## src/rtl/paft_pkg.sv

```systemverilog
// Package for the PWM audio FIFO timer: operation codes, register indexes,
// FIFO sizing, routing decode and latch scaling. No dependencies.
package paft_pkg;

  localparam int FifoDepth = 4;
  localparam int PtrW      = $clog2(FifoDepth);
  localparam int SmpW      = 12;
  localparam int TimeW     = 32;
  localparam int AddrW     = 5;

  typedef enum logic [1:0] {
    FuncTick  = 2'd0,
    FuncPushL = 2'd1,
    FuncPushR = 2'd2,
    FuncLoad  = 2'd3
  } func_e;

  typedef enum logic [2:0] {
    RegPeriod   = 3'd0,
    RegIrqIntvl = 3'd1,
    RegMode     = 3'd2,
    RegAudioEn  = 3'd3,
    RegMIrqEn   = 3'd4,
    RegSIrqEn   = 3'd5
  } reg_e;

  localparam logic [4:0] IrqIntvlMax = 5'd16;

  typedef struct packed {
    logic l_en;
    logic l_to_right;
    logic r_en;
    logic r_to_left;
  } route_t;

  typedef struct packed {
    logic l_pop;
    logic l_to_right;
    logic r_pop;
    logic r_to_left;
    logic irq_m;
    logic irq_s;
    logic dma;
    logic l_full;
    logic l_empty;
    logic r_full;
    logic r_empty;
  } s1_t;

  function automatic logic [PtrW-1:0] ptr_next(input logic [PtrW-1:0] p);
    logic [PtrW-1:0] r;
    if (p == PtrW'(FifoDepth - 1)) r = '0;
    else r = p + PtrW'(1);
    return r;
  endfunction

  function automatic route_t route_decode(input logic [3:0] m);
    route_t r;
    r = '0;
    unique case (m)
      4'h1, 4'hD: r.l_en = 1'b1;
      4'h2, 4'hE: begin
        r.l_en       = 1'b1;
        r.l_to_right = 1'b1;
      end
      4'h4, 4'h7: begin
        r.r_en      = 1'b1;
        r.r_to_left = 1'b1;
      end
      4'h5, 4'h9: begin
        r.l_en = 1'b1;
        r.r_en = 1'b1;
      end
      4'h6, 4'hA: begin
        r.l_en       = 1'b1;
        r.l_to_right = 1'b1;
        r.r_en       = 1'b1;
        r.r_to_left  = 1'b1;
      end
      4'h8, 4'hB: r.r_en = 1'b1;
      default: r = '0;
    endcase
    return r;
  endfunction

  // (latch - (period/2 + 1)) * 128, saturated to 16 bits signed; 0 if disabled or latch is 0
  function automatic logic [15:0] scale(input logic [SmpW-1:0] lat,
                                        input logic [11:0] period,
                                        input logic en);
    logic [12:0] diff;
    logic [15:0] r;
    diff = {1'b0, lat} - ({2'b00, period[11:1]} + 13'd1);
    if (!en || lat == '0) r = 16'h0000;
    else if (!diff[12] && diff[11:8] != 4'h0) r = 16'h7FFF;
    else if (diff[12] && diff[11:8] != 4'hF) r = 16'h8000;
    else r = {diff[8:0], 7'b0};
    return r;
  endfunction

endpackage

```

## src/rtl/pwm_audio_fifo_timer.sv

```systemverilog
// PWM audio FIFO timer top level: sample FIFO memories, expiry timer,
// routing into output latches and interrupt/DMA flags. Uses paft_pkg.
//
// Usage:
//   Input channel (in_valid_i / in_stall_o) carries one operation per
//   transfer: tick with current time, push left, push right, load timer
//   base. Output channel (out_valid_o / out_stall_i) returns exactly one
//   result per input transfer, in order.
//   A result passes through the memory read stage and then the output
//   register, and can transfer out once it is in the output register.
//   Throughput: one transfer per cycle while the output is not stalled;
//   the FIFO memories are read in the stage ahead of the latch update,
//   and their registered read sets the two-stage pipeline.
//   Stall: while out_stall_i holds a result, one more item can be taken
//   into the memory read stage; after that in_stall_o rises until the
//   output drains.
//   Reset: registers take their defaults, FIFOs empty, latches zero; no
//   clearing pass, items are taken as soon as reset is released.
//   The user must write registers through the APB port only while idle; the block does not enforce it.
module pwm_audio_fifo_timer
  import paft_pkg::*;
(
  input  logic                    clk_i,
  input  logic                    rst_ni,
  input  logic                    psel,
  input  logic                    penable,
  input  logic                    pwrite,
  input  logic [AddrW-1:0]        paddr,
  input  logic [31:0]             pwdata,
  output logic [31:0]             prdata,
  output logic                    pready,
  input  logic                    in_valid_i,
  output logic                    in_stall_o,
  input  logic [1:0]              func_i,
  input  logic [TimeW-1:0]        time_req_i,
  input  logic [SmpW-1:0]         sample_i,
  output logic                    out_valid_o,
  input  logic                    out_stall_i,
  output logic [SmpW-1:0]         left_raw_o,
  output logic [SmpW-1:0]         right_raw_o,
  output logic signed [15:0]      left_scaled_o,
  output logic signed [15:0]      right_scaled_o,
  output logic                    irq_master_o,
  output logic                    irq_slave_o,
  output logic                    dma_request_o,
  output logic                    left_full_o,
  output logic                    left_empty_o,
  output logic                    right_full_o,
  output logic                    right_empty_o
);

  logic [11:0] period_q;
  logic [4:0]  irq_intvl_q;
  logic [7:0]  mode_q;
  logic        audio_en_q, mirq_en_q, sirq_en_q;
  logic        cfg_wr;
  logic [3:0]  intvl_wr;

  logic [SmpW-1:0] l_mem [FifoDepth];
  logic [SmpW-1:0] r_mem [FifoDepth];
  logic [SmpW-1:0] l_rdata_q, r_rdata_q;

  logic [PtrW-1:0] l_rp_q, l_wp_q, r_rp_q, r_wp_q;
  logic [PtrW-1:0] l_rp_d, l_wp_d, r_rp_d, r_wp_d;
  logic [TimeW-1:0] expiry_q, expiry_d;
  logic [4:0]  cd_q, cd_d, cd_dec;

  logic        accept, s2_move, s1_valid_q, out_valid_q;
  s1_t         s1_d, s1_q;
  route_t      rt;
  func_e       func;
  logic        expire, l_wr, r_wr;

  logic [SmpW-1:0] l_lat_q, l_lat_d, r_lat_q, r_lat_d;

  assign pready   = 1'b1;
  assign cfg_wr   = psel && penable && pwrite;
  assign intvl_wr = pwdata[3:0];

  always_comb begin
    prdata = '0;
    unique case (paddr[4:2])
      RegPeriod:   prdata = {20'b0, period_q};
      RegIrqIntvl: prdata = {27'b0, irq_intvl_q};
      RegMode:     prdata = {24'b0, mode_q};
      RegAudioEn:  prdata = {31'b0, audio_en_q};
      RegMIrqEn:   prdata = {31'b0, mirq_en_q};
      RegSIrqEn:   prdata = {31'b0, sirq_en_q};
      default:     prdata = '0;
    endcase
  end

  // pipeline control
  assign s2_move    = !out_valid_q || !out_stall_i;
  assign in_stall_o = s1_valid_q && !s2_move;
  assign accept     = in_valid_i && !in_stall_o;
  assign func       = func_e'(func_i);

  always_comb begin
    rt       = route_decode(mode_q[3:0]);
    l_rp_d   = l_rp_q;
    l_wp_d   = l_wp_q;
    r_rp_d   = r_rp_q;
    r_wp_d   = r_wp_q;
    expiry_d = expiry_q;
    cd_dec   = cd_q - {4'b0, (cd_q != 5'd0)};
    cd_d     = cd_q;
    l_wr     = 1'b0;
    r_wr     = 1'b0;
    expire   = 1'b0;
    s1_d     = '0;
    unique case (func)
      FuncPushL: begin
        if (ptr_next(l_wp_q) != l_rp_q) begin
          l_wr   = 1'b1;
          l_wp_d = ptr_next(l_wp_q);
        end
      end
      FuncPushR: begin
        if (ptr_next(r_wp_q) != r_rp_q) begin
          r_wr   = 1'b1;
          r_wp_d = ptr_next(r_wp_q);
        end
      end
      FuncLoad: expiry_d = time_req_i;
      FuncTick: begin
        expire = (mode_q[3:0] != 4'h0) && (period_q != 12'h000) &&
                 (expiry_q <= time_req_i);
      end
      default: expire = 1'b0;
    endcase
    if (expire) begin
      s1_d.l_pop      = rt.l_en && (l_rp_q != l_wp_q);
      s1_d.l_to_right = rt.l_to_right;
      s1_d.r_pop      = rt.r_en && (r_rp_q != r_wp_q);
      s1_d.r_to_left  = rt.r_to_left;
      if (s1_d.l_pop) l_rp_d = ptr_next(l_rp_q);
      if (s1_d.r_pop) r_rp_d = ptr_next(r_rp_q);
      expiry_d = expiry_q + {20'b0, period_q};
      cd_d     = cd_dec;
      if (cd_dec == 5'd0) begin
        cd_d       = irq_intvl_q;
        s1_d.dma   = mode_q[7];
        s1_d.irq_m = mirq_en_q;
        s1_d.irq_s = sirq_en_q;
      end
    end
    s1_d.l_full  = ptr_next(l_wp_d) == l_rp_d;
    s1_d.l_empty = l_rp_d == l_wp_d;
    s1_d.r_full  = ptr_next(r_wp_d) == r_rp_d;
    s1_d.r_empty = r_rp_d == r_wp_d;
  end

  always_ff @(posedge clk_i or negedge rst_ni) begin
    if (!rst_ni) begin
      period_q    <= 12'hFFF;
      irq_intvl_q <= IrqIntvlMax;
      mode_q      <= '0;
      audio_en_q  <= 1'b1;
      mirq_en_q   <= 1'b0;
      sirq_en_q   <= 1'b0;
      cd_q        <= IrqIntvlMax;
      l_rp_q      <= '0;
      l_wp_q      <= '0;
      r_rp_q      <= '0;
      r_wp_q      <= '0;
      expiry_q    <= '0;
      s1_valid_q  <= 1'b0;
      s1_q        <= '0;
      out_valid_q <= 1'b0;
      l_lat_q     <= '0;
      r_lat_q     <= '0;
    end else begin
      if (cfg_wr) begin
        unique case (paddr[4:2])
          RegPeriod: period_q <= pwdata[11:0];
          RegIrqIntvl: begin
            irq_intvl_q <= (intvl_wr == 4'h0) ? IrqIntvlMax : {1'b0, intvl_wr};
            cd_q        <= (intvl_wr == 4'h0) ? IrqIntvlMax : {1'b0, intvl_wr};
          end
          RegMode:    mode_q     <= pwdata[7:0];
          RegAudioEn: audio_en_q <= pwdata[0];
          RegMIrqEn:  mirq_en_q  <= pwdata[0];
          RegSIrqEn:  sirq_en_q  <= pwdata[0];
          default: ;
        endcase
      end
      if (accept) begin
        l_rp_q   <= l_rp_d;
        l_wp_q   <= l_wp_d;
        r_rp_q   <= r_rp_d;
        r_wp_q   <= r_wp_d;
        expiry_q <= expiry_d;
        cd_q     <= cd_d;
        s1_q     <= s1_d;
      end
      if (accept) s1_valid_q <= 1'b1;
      else if (s2_move) s1_valid_q <= 1'b0;
      if (s2_move) begin
        out_valid_q <= s1_valid_q;
        if (s1_valid_q) begin
          l_lat_q <= l_lat_d;
          r_lat_q <= r_lat_d;
        end
      end
    end
  end

  // FIFO memories: one write port, registered read at the read pointer
  always_ff @(posedge clk_i) begin
    if (accept && l_wr) l_mem[l_wp_q] <= sample_i;
    if (accept && r_wr) r_mem[r_wp_q] <= sample_i;
    if (accept) begin
      l_rdata_q <= l_mem[l_rp_q];
      r_rdata_q <= r_mem[r_rp_q];
    end
  end

  always_comb begin
    l_lat_d = l_lat_q;
    r_lat_d = r_lat_q;
    if (s1_q.l_pop) begin
      if (s1_q.l_to_right) r_lat_d = l_rdata_q;
      else l_lat_d = l_rdata_q;
    end
    if (s1_q.r_pop) begin
      if (s1_q.r_to_left) l_lat_d = r_rdata_q;
      else r_lat_d = r_rdata_q;
    end
  end

  always_ff @(posedge clk_i) begin
    if (s2_move && s1_valid_q) begin
      left_raw_o     <= l_lat_d;
      right_raw_o    <= r_lat_d;
      left_scaled_o  <= $signed(scale(l_lat_d, period_q, audio_en_q));
      right_scaled_o <= $signed(scale(r_lat_d, period_q, audio_en_q));
      irq_master_o   <= s1_q.irq_m;
      irq_slave_o    <= s1_q.irq_s;
      dma_request_o  <= s1_q.dma;
      left_full_o    <= s1_q.l_full;
      left_empty_o   <= s1_q.l_empty;
      right_full_o   <= s1_q.r_full;
      right_empty_o  <= s1_q.r_empty;
    end
  end

  assign out_valid_o = out_valid_q;

endmodule

```

## config.mk

```make
export PLATFORM = sky130hd
export DESIGN_NAME = pwm_audio_fifo_timer
export DESIGN_NICKNAME = d
export VERILOG_FILES = /design/src/rtl/paft_pkg.sv /design/src/rtl/pwm_audio_fifo_timer.sv
export SDC_FILE = /design/constraint.sdc
export NUM_CORES = 1
export LEC_CHECK = 0
export BUFFER_PORTS_ARGS = -buffer_cell sky130_fd_sc_hd__buf_2
export CORE_UTILIZATION = 30
export CTS_CLUSTER_DIAMETER = 40
export DETAILED_ROUTE_END_ITERATION = 10
export GPL_TIMING_DRIVEN = 0
export SYNTH_ARGS = -nofsm -noshare
export SYNTH_HDL_FRONTEND = slang
export SYNTH_SLANG_ARGS = --single-unit
```

## constraint.sdc

```tcl
create_clock -name clk_i -period 4.6 [get_ports clk_i]
set_input_delay 0.92 -clock clk_i [delete_from_list [all_inputs] [get_ports clk_i]]
set_output_delay 0.92 -clock clk_i [all_outputs]
set_load 0.05 [all_outputs]
```

==> implementation parameters, run 1 <==
Parameter                              Value

Logic synthesis
  Top cells by instance count after synthesis    sky130_fd_sc_hd__edfxtp_1, sky130_fd_sc_hd__nand2_1, sky130_fd_sc_hd__nor2_1, sky130_fd_sc_hd__dfrtp_1, sky130_fd_sc_hd__ha_1
  Mapped Avg Cell Area    11.4 sq um
  Top cells by area, synth    sky130_fd_sc_hd__edfxtp_1, sky130_fd_sc_hd__dfrtp_1, sky130_fd_sc_hd__ha_1, sky130_fd_sc_hd__mux2_2, sky130_fd_sc_hd__mux4_2
  EDFF count, synth    171
  Area share of the largest cell type after synthesis    33.2%
  Async set or reset register ratio after synthesis    39.1%
  Ys flop type    sky130_fd_sc_hd__edfxtp_1
  Top cell type by total area after synthesis    sky130_fd_sc_hd__edfxtp_1
  Number of warnings issued by yosys    0
  Share of the yosys chip area belonging to registers    51.1%
  Synthesized netlist cell count    1,360
  Most frequently used cell type in the post-synthesis netlist    sky130_fd_sc_hd__edfxtp_1
  Post-synthesis instance area    0.0155 sq mm
  Count of cell types in the netlist    82
  Number of synthesized register bits    281

Pwr
  Total power after layout    11.8 mW
  Power Density    634 mW/mm^2
  Maximum vdd drop    0.278 mV
  Leakage power figure    7.78 nW

Clock network
  Clock latency on the worst-skew pair    560 ps
  Resize count post-CTS    0
  Clock transition at the registers of the reported paths    60 ps
  Postcts setup bufs    0
  Clock sink count    281
  Root buffer selected by CTS    sky130_fd_sc_hd__clkbuf_16
  Hold buffer count at CTS    0
  Number of buffers on the longest clock path    3
  CTS tree    yes
  Cts bufs inserted    41
  Level count of the clock H-tree    2

Global routing
  Vias in the first global route    11.1k
  Wire length of the first global-routing pass    63.7 mm
  GRT Residual Overflow    0
  Antenna violations before repair    8
  Overall routing resource usage    15.5%
  Maximum number of pins on one net before global-route repair    91

STA
  Pins over their slew limit    0
  Max Clock Skew    31.4 ps
  Final-layout setup total negative slack    0 ps
  Relative max-transition margin    32.3%
  Unrepaired setup endpoints after global routing    no
  Upper clock frequency limit    233 MHz
  Actual transition at the worst max-transition pin    1010 ps
  Crit share post-route    93.4%
  Final Hold Violating Endpoints    0
  Count of endpoints failing setup in the final report    0
  Time the final worst path needs with I/O delays and setup    4300 ps

Critical path
  Launch point of the worst reg-to-reg path    s1_q[10]$_DFFE_PN0P_
  Endpoint type of the worst setup path    flop
  Required time at the endpoint of the critical path    4880 ps
  Crit path max fanout    10
  Worst setup path category    flop to flop
  Signal arrival time at the worst endpoint    4580 ps
  Critical Path Source    s1_q[10]$_DFFE_PN0P_
  Register-to-Register Path Depth    13
  CP Launch Type    flop

Detailed routing
  Post-detailed-routing wire length    41.2 mm
  Vias post-DR    11.3k
  Residual antenna-violating net count after detailed routing    0
  Number of remaining DRC errors    0
  Drt first pass iters    5
  First-iteration detailed-routing DRC count    703
  Post-detailed-route wirelength per cell    18.1 um
  DR vias/cell    4.96

Run
  MaxCap Viol Count    0

Finish
  Final nets    1,738
  Area Growth Syn to Fin    19.8%
  Share of cells above drive strength 1    24.7%

Die
  # rows    82
  Vertical die dimension    229 um
  Initial cell density of the core    30.6%
  Placeable core region    0.0506 sq mm
  Ports    188
  Die Outline Area    0.0525 sq mm
  DIE WIDTH    229 um

Place
  Final estimated routing congestion in global placement    0.896
  Number of buffers inserted by port buffering    141
  DP HPWL    30.7 mm

Status
  Result of the run    finished, final reports clean

Min path
  Worst min-delay path category    input pin to asynchronous set/reset pin
[cell families after synthesis]
family,synth area share [%]
buf+inv,4.82
mux,9.79
compound gates,11.9
simple gates,12.7
flops,51.1
other cells,0.0485
xor+xnor,2.71
fa+ha+maj,6.93
[placed cells by master (no fill, tap or decap), types with 24 or more instances in the layout]
cell,Yosys,layout
sky130_fd_sc_hd__a21oi_1,61,61
sky130_fd_sc_hd__clkbuf_16,0,41
sky130_fd_sc_hd__edfxtp_1,171,171
sky130_fd_sc_hd__dfrtp_1,95,95
sky130_fd_sc_hd__mux2_2,51,51
sky130_fd_sc_hd__mux4_2,24,24
sky130_fd_sc_hd__ha_1,81,81
sky130_fd_sc_hd__xnor2_1,30,30
sky130_fd_sc_hd__nor2_1,100,100
sky130_fd_sc_hd__nand2_1,131,131
sky130_fd_sc_hd__buf_2,11,151
sky130_fd_sc_hd__inv_1,73,73
sky130_fd_sc_hd__clkbuf_1,27,27
sky130_fd_sc_hd__mux2i_1,40,40
sky130_fd_sc_hd__buf_4,37,37
sky130_fd_sc_hd__o21ai_0,57,57
sky130_fd_sc_hd__nor3_1,29,29
[per-stage QoR]
stage | setup WS [ps] | cells | hold WS, ps | util [%] | area, sq um
global placement | -96.3 | 2192 | 430 | 33.8 | 17100
floorplan | 947 | 1379 | 425 | - | 15600
CTS | 307 | 2268 | 212 | 36.6 | 18500
detailed placement | 340 | 2193 | 437 | 33.9 | 17100
finish | 302 | 2276 | 226 | 36.7 | 18600
global route | 90.4 | 2272 | 227 | 36.7 | 18500
[registers in the layout, indices dropped and copies added (netlist names), 8 cells and up]
| name | cells |
|---|---|
| expiry_q | 32 |
| right_raw_o | 12 |
| right_scaled_o | 10 |
| l_rdata_q | 12 |
| period_q | 12 |
| mode_q | 8 |
| l_mem | 48 |
| r_rdata_q | 12 |
| l_lat_q | 12 |
| r_mem | 48 |
| left_raw_o | 12 |
| s1_q | 11 |
| left_scaled_o | 10 |
| r_lat_q | 12 |
[worst max-delay path, stage by stage (launching register included)]
cell,delay (ps)
sky130_fd_sc_hd__dfrtp_1,480
sky130_fd_sc_hd__nand2_1,170
sky130_fd_sc_hd__buf_4,240
sky130_fd_sc_hd__mux2i_1,130
sky130_fd_sc_hd__a21oi_1,610
sky130_fd_sc_hd__ha_1,240
sky130_fd_sc_hd__nor2b_1,150
sky130_fd_sc_hd__o31a_1,170
sky130_fd_sc_hd__o21ai_1,110
sky130_fd_sc_hd__a211oi_1,510
sky130_fd_sc_hd__nand2b_1,230
sky130_fd_sc_hd__mux2_2,380
sky130_fd_sc_hd__o311ai_4,430
sky130_fd_sc_hd__o31ai_1,150
[cell type report]
class	instances	area, sq um
well taps	672	841
diodes	8	20.0
fillers	4877	32000
clock buffers	45	1060
flip-flops and latches	281	7910
clock inverters	30	329
inverters	73	274
multi-input cells	944	6900
plain buffers	81	477
repair buffers	142	739
[power breakdown]
part | internal, mW | switching [mW]
Combinational | 1.88 | 2.97
Sequential | 3.34 | 0.442
Clock | 1.88 | 1.25
[per-layer routing]
metal	GRT usage [%]	wire length, um	part of all wire [%]	vias to the layer above
met3	2.80	2130	5.2	80
met1	19.8	18000	44	5509
met4	6.81	1410	3.4	2
li1	-	-	-	5412
met2	25.4	19700	48	287
met5	0	13	0.032	-
[final timing paths]
kind	endpoint	slack (ps)
min	expiry_q[5]$_DFFE_PN0P_	230
max reg2reg	right_scaled_o[13]$_SDFFCE_PP0P_	300
min reg2reg	left_empty_o$_DFFE_PP_	440
min in group clk_i	left_empty_o$_DFFE_PP_	440
max in group asynchronous	audio_en_q$_DFFE_PN1P_	3610
max	right_scaled_o[13]$_SDFFCE_PP0P_	300
No activity file was read; power rests on OpenSTA's default activity.
==> run 2: changes to the inputs <==
--- a/config.mk
+++ b/config.mk
@@ -5,6 +5,7 @@
 export SDC_FILE = /design/constraint.sdc
 export NUM_CORES = 1
 export LEC_CHECK = 0
+export ABC_AREA = 1
 export BUFFER_PORTS_ARGS = -buffer_cell sky130_fd_sc_hd__buf_2
 export CORE_UTILIZATION = 30
 export CTS_CLUSTER_DIAMETER = 40
==> run 2 against run 1 <==
Net effect: setup slack gained 640 ps; via count grew 13%; first-iteration DRC count grew 61%; critical endpoint is now prdata[1]; sequential power grew 2%; critical path depth shrank 7; sequential share of layout area shrank 0.70 points; total power grew 4.3%; largest power group unchanged; non-clock buffer count is the same; utilization is essentially flat.
==> implementation parameters, run 2 <==
Parameter                              Value

Status
  Result of the run    finished, final reports clean

Critical path
  CP Launch Type    input pin
  Crit path max fanout    8
  Required time at the endpoint of the critical path    3680 ps
  Signal arrival time at the worst endpoint    2740 ps
  Endpoint type of the worst setup path    output port
  Worst setup path category    input pin to output port

Clock network
  Clock latency on the worst-skew pair    570 ps
  Postcts setup bufs    0
  Level count of the clock H-tree    2
  Root buffer selected by CTS    sky130_fd_sc_hd__clkbuf_16
  Resize count post-CTS    0
  Clock sink count    281
  Cts bufs inserted    44
  Clock transition at the registers of the reported paths    50 ps
  Hold buffer count at CTS    0
  Number of buffers on the longest clock path    3
  CTS tree    yes

Logic synthesis
  Synthesized netlist cell count    1,741
  Mapped Avg Cell Area    8.99 sq um
  Number of warnings issued by yosys    0
  Most frequently used cell type in the post-synthesis netlist    sky130_fd_sc_hd__nand2_1
  Top cells by area, synth    sky130_fd_sc_hd__edfxtp_1, sky130_fd_sc_hd__dfrtp_1, sky130_fd_sc_hd__nand2_1, sky130_fd_sc_hd__o21ai_0, sky130_fd_sc_hd__ha_1
  Ys flop type    sky130_fd_sc_hd__edfxtp_1
  EDFF count, synth    171
  Async set or reset register ratio after synthesis    39.1%
  Top cell type by total area after synthesis    sky130_fd_sc_hd__edfxtp_1
  Top cells by instance count after synthesis    sky130_fd_sc_hd__nand2_1, sky130_fd_sc_hd__o21ai_0, sky130_fd_sc_hd__inv_1, sky130_fd_sc_hd__edfxtp_1, sky130_fd_sc_hd__nor2_1
  Share of the yosys chip area belonging to registers    50.5%
  Area share of the largest cell type after synthesis    32.8%
  Number of synthesized register bits    281
  Count of cell types in the netlist    56
  Post-synthesis instance area    0.0156 sq mm

STA
  Count of endpoints failing setup in the final report    0
  Relative max-transition margin    23.6%
  Worst-case setup margin in the final layout    939 ps
  Final Hold Violating Endpoints    0
  Post-route worst hold slack    287 ps
  Time the final worst path needs with I/O delays and setup    3660 ps
  Unrepaired setup endpoints after global routing    no
  Pins over their slew limit    0
  Crit share post-route    79.6%
  Max Clock Skew    25.0 ps
  Upper clock frequency limit    273 MHz
  Actual transition at the worst max-transition pin    1140 ps

Die
  Die Outline Area    0.0531 sq mm
  Initial cell density of the core    30.4%
  DIE WIDTH    230 um
  Vertical die dimension    230 um
  # rows    83
  Placeable core region    0.0514 sq mm
  Ports    188

Detailed routing
  Post-detailed-routing wire length    43.3 mm
  First-iteration detailed-routing DRC count    1,134
  Vias post-DR    12.8k
  Residual antenna-violating net count after detailed routing    0
  Drt first pass iters    6
  DR vias/cell    4.79
  Post-detailed-route wirelength per cell    16.2 um
  Number of remaining DRC errors    0

Finish
  Commonest non-fill, non-tap cell in the layout    sky130_fd_sc_hd__nand2_1
  Final nets    2,125
  Area Growth Syn to Fin    20.5%
  Share of cells above drive strength 1    17.4%
  Commonest cells after routing, fill and taps aside    sky130_fd_sc_hd__nand2_1, sky130_fd_sc_hd__o21ai_0, sky130_fd_sc_hd__inv_1, sky130_fd_sc_hd__edfxtp_1, sky130_fd_sc_hd__nor2_1
  Largest registers in the final layout    l_mem (48), r_mem (48), expiry_q (32)
  Filler cell count    5,236

Pwr
  Maximum vdd drop    0.280 mV
  Power Density    651 mW/mm^2
  Leakage power figure    8.53 nW

Global routing
  Antenna violations before repair    5
  Vias in the first global route    12.1k
  Maximum number of pins on one net before global-route repair    77
  Wire length of the first global-routing pass    67.4 mm
  Overall routing resource usage    16.1%
  GRT Residual Overflow    0

Place
  DP HPWL    32.9 mm
  Number of buffers inserted by port buffering    144
  Final estimated routing congestion in global placement    0.912
  Post-Place Worst Slack    1010 ps

Min path
  Worst min-delay path category    input pin to asynchronous set/reset pin

Run
  MaxCap Viol Count    0
## run 2: where the power goes
group	switching, mW	internal [mW]	total, mW
Sequential	0.452	3.40	3.86
Combinational	3.39	1.63	5.02
Clock	1.36	2.04	3.40
## run 2: kinds of logic after synthesis
logic type | count (synthesis) | share of synthesized area [%]
buffers and inverters | 267 | 7.72
other | 2 | 0.0480
AOI/OAI and AO/OA | 352 | 12.2
adders and majority gates | 84 | 6.86
xor gates and xnor gates | 54 | 3.02
and+or+nand+nor | 701 | 19.6
DFF | 281 | 50.5
## run 2: layout make-up
type                       instances  area [sq um]  share of cell area, %
antenna                            1          2.50                 0.0133
buffer                            78           497                   2.63
clock buffer                      48          1150                   6.08
clock inverter                    34           383                   2.03
inverter                         189           716                   3.79
multi-input combinational       1212          6600                   35.0
sequential                       281          7910                   41.9
tap                              680           851                   4.51
timing repair buffer             145           754                   4.00
## run 2: final timing paths
path	slack, ps	cells past startpoint	startpoint	end
hold / removal	290	1	rst_ni	expiry_q[11]$_DFFE_PN0P_
setup / recovery	940	6	paddr[3]	prdata[1]
setup reg to reg	1040	18	s1_q[9]$_DFFE_PN0P_	left_scaled_o[11]$_SDFFCE_PP0P_
min in group clk_i	450	0	s1_q[4]$_DFFE_PN0P_	dma_request_o$_DFFE_PP_
hold reg to reg	450	0	s1_q[4]$_DFFE_PN0P_	dma_request_o$_DFFE_PP_
max in group asynchronous	3550	2	rst_ni	period_q[3]$_DFFE_PN1P_
## run 2: stage by stage
stage	util (%)	instances	power, mW	instance area [sq um]	setup TNS, ps
CTS	36.7	2667	12.3	18900	0
detailed placement	33.7	2585	8.87	17300	0
global route	36.7	2668	13.1	18900	0
global placement	33.6	2584	8.77	17300	-340
finish	36.7	2668	12.3	18900	0
floorplan	-	1760	7.50	15700	0
## run 2: critical path: stages
cell                       delay (ps)
sky130_fd_sc_hd__buf_2            130
sky130_fd_sc_hd__inv_1             70
sky130_fd_sc_hd__nor3_1           680
sky130_fd_sc_hd__inv_1            150
sky130_fd_sc_hd__o221ai_1         430
sky130_fd_sc_hd__buf_2            350
## run 2: layer usage
| metal | vias up | GRT usage [%] | part of all wire (%) |
|---|---|---|---|
| met5 | - | 0 | 0.13 |
| met4 | 8 | 6.00 | 3.3 |
| met3 | 101 | 2.85 | 5.6 |
| met2 | 388 | 26.1 | 46 |
| met1 | 6015 | 21.4 | 45 |
| li1 | 6267 | - | - |
